File: src/rc4sc_pkg.sv
package rc4sc_pkg;

  localparam int PERM_DEPTH        = 256;
  localparam int MAX_KEY_BYTES_DEF = 256;

  typedef enum logic [1:0] {
    FUNC_KEY   = 2'd0,
    FUNC_DATA  = 2'd1,
    FUNC_CLEAR = 2'd2
  } func_t;

  typedef enum logic [3:0] {
    ST_IDLE,
    ST_GEN_A,
    ST_GEN_B,
    ST_GEN_C,
    ST_GEN_D,
    ST_GEN_HOLD,
    ST_KS_RD,
    ST_KS_RJ,
    ST_KS_WN,
    ST_KS_WJ
  } state_t;

  // controller -> datapath
  typedef struct packed {
    logic key_load;
    logic ks_start;
    logic clear;
    logic data_start;
    logic gen_a;
    logic gen_b;
    logic gen_c;
    logic gen_d;
    logic ks_1;
    logic ks_2;
    logic ks_3;
    logic ks_4;
    logic push;
  } cmd_t;

  // datapath -> controller
  typedef struct packed {
    logic ks_last;
    logic out_busy;
  } sts_t;

endpackage

File: src/rc4sc_ctrl.sv
module rc4sc_ctrl (
  input  logic            clk,
  input  logic            rst_n,
  input  logic            in_valid,
  input  logic [1:0]      func,
  input  logic            last,
  input  rc4sc_pkg::sts_t sts,
  output logic            in_ready,
  output rc4sc_pkg::cmd_t cmd
);
  import rc4sc_pkg::*;

  state_t state_r, state_nxt;

  always_ff @(posedge clk) begin
    if (!rst_n) begin
      state_r <= ST_IDLE;
    end else begin
      state_r <= state_nxt;
    end
  end

  always_comb begin
    state_nxt = state_r;
    case (state_r)
      ST_IDLE: begin
        if (in_valid) begin
          if (func == FUNC_DATA) begin
            state_nxt = ST_GEN_A;
          end else if (func == FUNC_KEY && last) begin
            state_nxt = ST_KS_RD;
          end
        end
      end
      ST_GEN_A:    state_nxt = ST_GEN_B;
      ST_GEN_B:    state_nxt = ST_GEN_C;
      ST_GEN_C:    state_nxt = ST_GEN_D;
      ST_GEN_D:    state_nxt = sts.out_busy ? ST_GEN_HOLD : ST_IDLE;
      ST_GEN_HOLD: state_nxt = sts.out_busy ? ST_GEN_HOLD : ST_IDLE;
      ST_KS_RD:    state_nxt = ST_KS_RJ;
      ST_KS_RJ:    state_nxt = ST_KS_WN;
      ST_KS_WN:    state_nxt = ST_KS_WJ;
      ST_KS_WJ:    state_nxt = sts.ks_last ? ST_IDLE : ST_KS_RD;
      default:     state_nxt = ST_IDLE;
    endcase
  end

  always_comb begin
    cmd      = '0;
    in_ready = 1'b0;
    case (state_r)
      ST_IDLE: begin
        in_ready = 1'b1;
        if (in_valid) begin
          cmd.key_load   = (func == FUNC_KEY);
          cmd.ks_start   = (func == FUNC_KEY) && last;
          cmd.clear      = (func == FUNC_CLEAR);
          cmd.data_start = (func == FUNC_DATA);
        end
      end
      ST_GEN_A: cmd.gen_a = 1'b1;
      ST_GEN_B: cmd.gen_b = 1'b1;
      ST_GEN_C: cmd.gen_c = 1'b1;
      ST_GEN_D: begin
        cmd.gen_d = 1'b1;
        cmd.push  = !sts.out_busy;
      end
      ST_GEN_HOLD: cmd.push = !sts.out_busy;
      ST_KS_RD: cmd.ks_1 = 1'b1;
      ST_KS_RJ: cmd.ks_2 = 1'b1;
      ST_KS_WN: cmd.ks_3 = 1'b1;
      ST_KS_WJ: cmd.ks_4 = 1'b1;
      default: cmd = '0;
    endcase
  end

endmodule

File: src/rc4sc_dp.sv
module rc4sc_dp #(
  parameter int MAX_KEY_BYTES = rc4sc_pkg::MAX_KEY_BYTES_DEF
) (
  input  logic            clk,
  input  logic            rst_n,
  input  rc4sc_pkg::cmd_t cmd,
  input  logic [7:0]      in_byte,
  input  logic            out_tready,
  output logic            out_tvalid,
  output logic [7:0]      out_tdata,
  output rc4sc_pkg::sts_t sts
);
  import rc4sc_pkg::*;

  localparam int CNT_W  = $clog2(MAX_KEY_BYTES + 1);
  localparam int KIDX_W = (MAX_KEY_BYTES > 1) ? $clog2(MAX_KEY_BYTES) : 1;

  // permutation memory; entries not yet written read as zero or as their index
  logic [7:0]            perm_mem [PERM_DEPTH];
  logic [PERM_DEPTH-1:0] vld_r, vld_nxt;
  logic                  ident_r, ident_nxt;
  logic [7:0]            mem_q, raddr_q;
  logic                  vld_q;

  logic [7:0]            key_mem [MAX_KEY_BYTES];
  logic [7:0]            key_q;

  logic [7:0]            i_r, i_nxt, j_r, j_nxt;
  logic [KIDX_W-1:0]     k_r, k_nxt;
  logic [CNT_W-1:0]      count_r, count_nxt;
  logic [CNT_W-1:0]      k_inc;
  logic [7:0]            si_r, sj_r, t_r, byte_r;
  logic                  out_valid_r, out_valid_nxt;
  logic [7:0]            out_data_r;

  logic                  rd_en, wr_en, key_we;
  logic [7:0]            raddr, waddr, wdata, rd_data, ks;

  assign rd_data = vld_q ? mem_q : (ident_r ? raddr_q : 8'h00);
  assign key_we  = cmd.key_load && (count_r < CNT_W'(MAX_KEY_BYTES));
  assign k_inc   = CNT_W'(k_r) + 1'b1;

  // swapped entries are forwarded, everything else comes from the read
  assign ks = (t_r == j_r) ? si_r : ((t_r == i_r) ? sj_r : rd_data);

  assign sts.ks_last  = (i_r == 8'hFF);
  assign sts.out_busy = out_valid_r && !out_tready;
  assign out_tvalid   = out_valid_r;
  assign out_tdata    = out_data_r;

  always_comb begin
    rd_en = 1'b0;
    wr_en = 1'b0;
    raddr = i_r;
    waddr = i_r;
    wdata = rd_data;
    if (cmd.gen_a) begin
      rd_en = 1'b1;
      raddr = i_r + 8'd1;
    end
    if (cmd.gen_b) begin
      rd_en = 1'b1;
      raddr = j_r + rd_data;
    end
    if (cmd.gen_c) begin
      rd_en = 1'b1;
      raddr = si_r + rd_data;
      wr_en = 1'b1;
      waddr = i_r;
      wdata = rd_data;
    end
    if (cmd.gen_d || cmd.ks_4) begin
      wr_en = 1'b1;
      waddr = j_r;
      wdata = si_r;
    end
    if (cmd.ks_1) begin
      rd_en = 1'b1;
      raddr = i_r;
    end
    if (cmd.ks_2) begin
      rd_en = 1'b1;
      raddr = j_r + rd_data + key_q;
    end
    if (cmd.ks_3) begin
      wr_en = 1'b1;
      waddr = i_r;
      wdata = rd_data;
    end
  end

  always_comb begin
    vld_nxt       = vld_r;
    ident_nxt     = ident_r;
    i_nxt         = i_r;
    j_nxt         = j_r;
    k_nxt         = k_r;
    count_nxt     = count_r;
    out_valid_nxt = out_valid_r && !out_tready;
    if (key_we) begin
      count_nxt = count_r + 1'b1;
    end
    if (cmd.clear || cmd.ks_start) begin
      vld_nxt   = '0;
      ident_nxt = cmd.ks_start;
      i_nxt     = 8'd0;
      j_nxt     = 8'd0;
      k_nxt     = '0;
    end
    if (wr_en) begin
      vld_nxt[waddr] = 1'b1;
    end
    if (cmd.gen_a) begin
      i_nxt = i_r + 8'd1;
    end
    if (cmd.gen_b) begin
      j_nxt = j_r + rd_data;
    end
    if (cmd.ks_2) begin
      j_nxt = j_r + rd_data + key_q;
    end
    if (cmd.ks_4) begin
      i_nxt = i_r + 8'd1;
      k_nxt = (k_inc == count_r) ? '0 : KIDX_W'(k_inc);
      if (sts.ks_last) begin
        j_nxt     = 8'd0;
        count_nxt = '0;
      end
    end
    if (cmd.push) begin
      out_valid_nxt = 1'b1;
    end
  end

  always_ff @(posedge clk) begin
    if (!rst_n) begin
      vld_r       <= '0;
      ident_r     <= 1'b0;
      i_r         <= 8'd0;
      j_r         <= 8'd0;
      k_r         <= '0;
      count_r     <= '0;
      out_valid_r <= 1'b0;
    end else begin
      vld_r       <= vld_nxt;
      ident_r     <= ident_nxt;
      i_r         <= i_nxt;
      j_r         <= j_nxt;
      k_r         <= k_nxt;
      count_r     <= count_nxt;
      out_valid_r <= out_valid_nxt;
    end
  end

  always_ff @(posedge clk) begin
    if (cmd.gen_b || cmd.ks_2) begin
      si_r <= rd_data;
    end
    if (cmd.gen_c) begin
      sj_r <= rd_data;
      t_r  <= si_r + rd_data;
    end
    if (cmd.data_start) begin
      byte_r <= in_byte;
    end
    if (cmd.push) begin
      out_data_r <= byte_r ^ ks;
    end
  end

  always_ff @(posedge clk) begin
    if (wr_en) begin
      perm_mem[waddr] <= wdata;
    end
    if (rd_en) begin
      mem_q   <= perm_mem[raddr];
      vld_q   <= vld_r[raddr];
      raddr_q <= raddr;
    end
  end

  always_ff @(posedge clk) begin
    if (key_we) begin
      key_mem[count_r[KIDX_W-1:0]] <= in_byte;
    end
    if (cmd.ks_1) begin
      key_q <= key_mem[k_r];
    end
  end

endmodule

File: src/rc4_stream_cipher.sv
// Key and clear words leave the engine idle. Data word: states A, B, C, D, then a
// hold while output stalls, before the next accept; set by the single read port of
// the permutation memory (three reads and two writes per keystream byte). Last key
// word: key schedule over 256 entries, each step reading i and j, writing i and j.
// Reset (rst_n low, synchronous) empties the permutation to all zeros at once
// through per-entry valid bits; no clearing pass.
module rc4_stream_cipher #(
  parameter int MAX_KEY_BYTES = rc4sc_pkg::MAX_KEY_BYTES_DEF
) (
  input  logic       clk,
  input  logic       rst_n,
  input  logic       in_tvalid,
  output logic       in_tready,
  input  logic [7:0] in_tdata,   // [7:0] byte_in
  input  logic [1:0] in_tuser,   // [1:0] func
  input  logic       in_tlast,
  output logic       out_tvalid,
  input  logic       out_tready,
  output logic [7:0] out_tdata   // [7:0] out_byte
);
  import rc4sc_pkg::*;

  cmd_t cmd;
  sts_t sts;

  rc4sc_ctrl u_ctrl (
    .clk      (clk),
    .rst_n    (rst_n),
    .in_valid (in_tvalid),
    .func     (in_tuser),
    .last     (in_tlast),
    .sts      (sts),
    .in_ready (in_tready),
    .cmd      (cmd)
  );

  rc4sc_dp #(
    .MAX_KEY_BYTES (MAX_KEY_BYTES)
  ) u_dp (
    .clk        (clk),
    .rst_n      (rst_n),
    .cmd        (cmd),
    .in_byte    (in_tdata),
    .out_tready (out_tready),
    .out_tvalid (out_tvalid),
    .out_tdata  (out_tdata),
    .sts        (sts)
  );

  // a data word keeps the engine busy
  a_data_busy: assert property (@(posedge clk) disable iff (!rst_n)
    (in_tvalid && in_tready && in_tuser == FUNC_DATA) |=> !in_tready)
    else $error("data word did not start the generator");

  // last key word starts the key schedule
  a_ks_busy: assert property (@(posedge clk) disable iff (!rst_n)
    (in_tvalid && in_tready && in_tuser == FUNC_KEY && in_tlast) |=> !in_tready)
    else $error("key schedule did not start");

  // clear leaves the engine ready again in the next cycle
  a_clear_quick: assert property (@(posedge clk) disable iff (!rst_n)
    (in_tvalid && in_tready && in_tuser == FUNC_CLEAR) |=> in_tready)
    else $error("clear did not return to idle");

  // a waiting result is never overwritten
  a_no_overwrite: assert property (@(posedge clk) disable iff (!rst_n)
    cmd.push |-> !(out_tvalid && !out_tready))
    else $error("result pushed over a pending word");

endmodule
File: config.mk
export PLATFORM = sky130hd
export DESIGN_NAME = rc4_stream_cipher
export DESIGN_NICKNAME = d
export VERILOG_FILES = /design/src/rc4sc_pkg.sv /design/src/rc4sc_ctrl.sv /design/src/rc4sc_dp.sv /design/src/rc4_stream_cipher.sv
export SDC_FILE = /design/constraint.sdc
export NUM_CORES = 2
export LEC_CHECK = 0
export BUFFER_PORTS_ARGS = -buffer_cell sky130_fd_sc_hd__buf_2
export CAP_MARGIN = 0
export CELL_PAD_IN_SITES_DETAIL_PLACEMENT = 1
export CELL_PAD_IN_SITES_GLOBAL_PLACEMENT = 2
export CORE_MARGIN = 2
export CORE_UTILIZATION = 34
export CTS_BUF_LIST = sky130_fd_sc_hd__clkbuf_8
export CTS_CLUSTER_SIZE = 8
export DETAILED_ROUTE_END_ITERATION = 10
export PLACE_DENSITY = 0.63
export SYNTH_ARGS = -nofsm -noshare
export SYNTH_HDL_FRONTEND = slang
export SYNTH_HIERARCHICAL = 1
export SYNTH_SLANG_ARGS = --single-unit
File: constraint.sdc
create_clock -name clk -period 24.3 [get_ports clk]
set_clock_uncertainty 0.15 [all_clocks]
set_input_delay 1.215 -clock clk [delete_from_list [all_inputs] [get_ports clk]]
set_output_delay 1.215 -clock clk [all_outputs]
set_load 0.05 [all_outputs]
==> summary.md <==
| Metric | Value |
|---|---|
| Outcome | `finished, final reports clean` |
| Number of synthesized flops with an enable pin | `approximately 4200` |
| Hold path depth | `2` |
| CTS tree | `built` |
| I/O pin cnt | `25` |
| Final Util | `about two fifths` |
| Fin. Hold Viols | `0` |
| WS Path Type | `flip-flop to flip-flop` |
| Die Area | `around 0.53 mm^2` |
| Simple-Gate Fraction of Synth Area | `around 5.5%` |
| Initial Utilization | `approximately a third` |
| Die height | `about 730 um` |
| Most numerous cell in the Yosys netlist | `edfxtp_1` |
| Drt wl/cell | `about 30 um` |
| CP endpoint kind | `flip-flop` |
| R2r setup slk | `~15 ns` |
| Initial antenna violation count | `20` |
| Yosys warning total | `6` |
| Post-synthesis share of cell area spent on xor and xnor gates | `less than 1%` |
| DRC Markers | `0` |
| R2r startpoint | `u_dp/vld_q` |
| Synth top cells by count | `edfxtp_1, nand2_1, a21oi_1` |
| Via density | `between 5 and 6` |
| Post-Syn Area | `~0.18 mm^2` |
| Max Slew Vio Count | `0` |
| Setup TNS | `0 ns` |
| Worst Hold Class | `input port to flip-flop` |
| Clock buffer count from CTS | `~730` |
| CTS max path bufs | `4` |
| Maximum vdd drop | `approximately 0.12 mV` |
| Proportion of synthesized area in mux cells | `11.79%` |
| Worst Hold End | `u_dp/out_tvalid` |
| Main synth FF type | `edfxtp_1` |
| Global-route wire length before repair | `between 700000 and 800000 um` |
| Clock Pin Slew Worst Setup and Hold Paths | `around 0.070 ns` |
| Post-DP Area | `roughly 0.18 mm^2` |
| Pwr Density | `around 95 mW/mm^2` |
| Post-synth top area share | `70.55%` |
| Leakage | `61.67 nW` |
| Chip Width | `between 700 and 800 um` |
| Core area | `a little over 0.5 mm^2` |
| Setup Buffers After CTS | `0` |
| Syn avg cell area | `between 15 and 20 um^2` |
| Setup crit start kind | `flip-flop` |
| Worst r2r path cells | `18` |
| Flops & latches, synth | `approximately 4500` |
| Reg-to-Reg End | `u_dp/mem_q[2]` |
| Overall Power | `~19 mW` |
| Post-synth top area cell | `edfxtp_1` |
| Synth Area in Compound Gates | `under 10%` |
| Via Count | `97760` |
| Synth top area cells | `edfxtp_1, mux4_2, dfxtp_1` |
| Largest net degree at the start of global routing | `between 200 and 250` |
| Gr ovfl total | `0` |
| Hold Crit Start | `rst_n` |
| Maxcap violations | `0` |
| Total GRT Usage | `about a fifth` |
| Post_cts resized | `0` |
| Clock sink count | `4456` |
| Row count | `roughly 270` |
| Share of cells above drive strength 1 | `17.30%` |
| Worst EP required | `about 25 ns` |
| Crit path max fanout | `160` |
| Post-layout nets | `10640` |
| Worst Max-Slew Pin Slew | `~1.4 ns` |
| DP Wirelength | `between 300000 and 400000 um` |
| Detail Route Antenna Nets | `0` |
| Number of global-route vias before repair | `between 100k and 150k` |
| Initial drt markers | `between 8000 and 9000` |
| Period utilization | `between 30% and 40%` |
| Crit path arrival time | `9.82 ns` |
| Mapped Cells | `around 10000` |
| Root buf cell | `clkbuf_8` |
| Share of synthesized registers carrying an async set or reset | `0%` |
| Clock latency on the worst-skew pair | `about 1.3 ns` |
| RSZ-0062 raised after global routing | `no` |
| Largest family of logic cells by synthesized area | `multiplexers` |
| Layout area overhead | `11.77%` |
| Post-Syn Nets | `between 10000 and 15000` |
| H-tree Lvls | `6` |
| Fin area | `slightly below 0.2 mm^2` |
| Post-synthesis sequential area ratio | `between 70% and 80%` |
| Slew HR | `approximately 5.3%` |
| First-pass iteration count of the detailed router | `6` |
| Cell variety after synth | `between 90 and 100` |
| Final Critical Period | `~9 ns` |
| Max Fclk | `between 100 and 150 MHz` |
| Routed wire length | `around 530000 um` |
| Buffers on Ports | `24` |
| Synthesized-area fraction occupied by adder cells | `less than 1%` |
| Hold Buf Count CTS | `0` |
| Routability congestion estimate | `approximately 0.81` |
| Final setup viols | `0` |
how the worst max path moves through the flow:
stage	startpoint	end	slack (ns)	cells after the start
after global routing	u_dp/vld_q	u_dp/mem_q[2]	14.87	18
after detailed placement	u_dp/vld_q	u_dp/mem_q[6]	15.29	18
after CTS	u_dp/vld_q	u_dp/mem_q[6]	15.24	18
after global placement	u_dp/vld_q	u_dp/mem_q[4]	15.16	18
final	u_dp/vld_q	u_dp/mem_q[2]	15.28	18
after floorplan	u_ctrl/state_r[1]	u_dp/perm_mem[0][7]	13.79	9
registers in the layout (all words and copies together), names as in the netlist, 9 cells and up:
| signal | count |
|---|---|
| u_dp/count_r | 9 |
| u_dp/key_mem | 2048 |
| u_dp/perm_mem | 2048 |
| u_dp/vld_r | 256 |
cell usage in the layout, fill, tap and decap left out, drive strengths merged, types with 10 or more instances in the layout:
master    instances
a21oi           730
or3              13
nand3            73
a211o            10
nand4            28
a31oi            36
nor2            599
diode            14
clkbuf          791
xor2             33
mux2i           485
a221oi          324
nand3b           10
nor3            107
xnor2            31
buf             244
a31o             10
o21a             10
inv             370
edfxtp         4161
clkinvlp         14
nor4             33
ha               32
a211oi           72
and3             17
a32o             55
dfxtp           295
a32oi           152
nor2b           290
nand2           977
clkinv          183
o21ai           119
mux4            707
critical path: stages, from the launching register on:
cell and delay [ns]:
edfxtp_1 0.53, nor2b_1 0.52, a22o_1 0.40, ha_1 0.23, inv_1 0.06, fa_1 0.61, fa_1 0.47, nand2_1 0.14
o2111ai_2 0.23, and2_4 0.45, inv_16 0.51, buf_12 0.55, buf_4 0.81, mux2i_1 0.28, a221oi_1 0.10, a211oi_1 0.52
nor3_1 0.30, nor3_1 1.07, o32ai_1 0.15
report_power, final:
group	total, mW	switching [mW]	leakage [nW]	internal [mW]
clock network	6.07	3.06	7.92	3.01
logic	3.58	2.77	13.7	0.804
registers	9.13	0.0252	40.0	9.10
metrics by stage:
step	setup WS (ns)	hold slack, ns	instances
floorplan	13.79	0.3234	10320
global placement	15.16	0.3342	16800
detailed placement	15.29	0.3477	16800
CTS	15.24	0.08261	18120
global route	14.87	0.1579	18130
finish	15.28	0.1921	18130
area by class of cell:
cell class / instances / area (um^2)
inverters: 33 / 146.4
multi-input cells: 5115 / 42780
clock buffers: 783 / 10780
clock inverters: 537 / 2547
flip-flops and latches: 4456 / 130900
fillers: 51930 / 322000
repair buffers: 252 / 2091
well taps: 6942 / 8686
diodes: 14 / 35.03
metal layers:
metal | up-vias | part of all wire, % | global-route usage [%]
met5 | - | 0.0076 | 0
met4 | 6 | 3.9 | 7.311
met3 | 823 | 4.8 | 2.680
met2 | 2752 | 49 | 32.94
met1 | 52480 | 42 | 26.04
li1 | 41690 | - | -
kinds of logic (layout without fill, tap and decap cells):
family          count (synthesis)  count (layout)
fa+ha+maj                      35              35
simple gates                 2204            2204
other cells                     0              14
buf+inv                       745            1605
mux                          1201            1201
xor+xnor                       65              65
compound gates               1610            1610
flops                        4456            4456
Note: power is estimated with default switching activity, not from simulation.
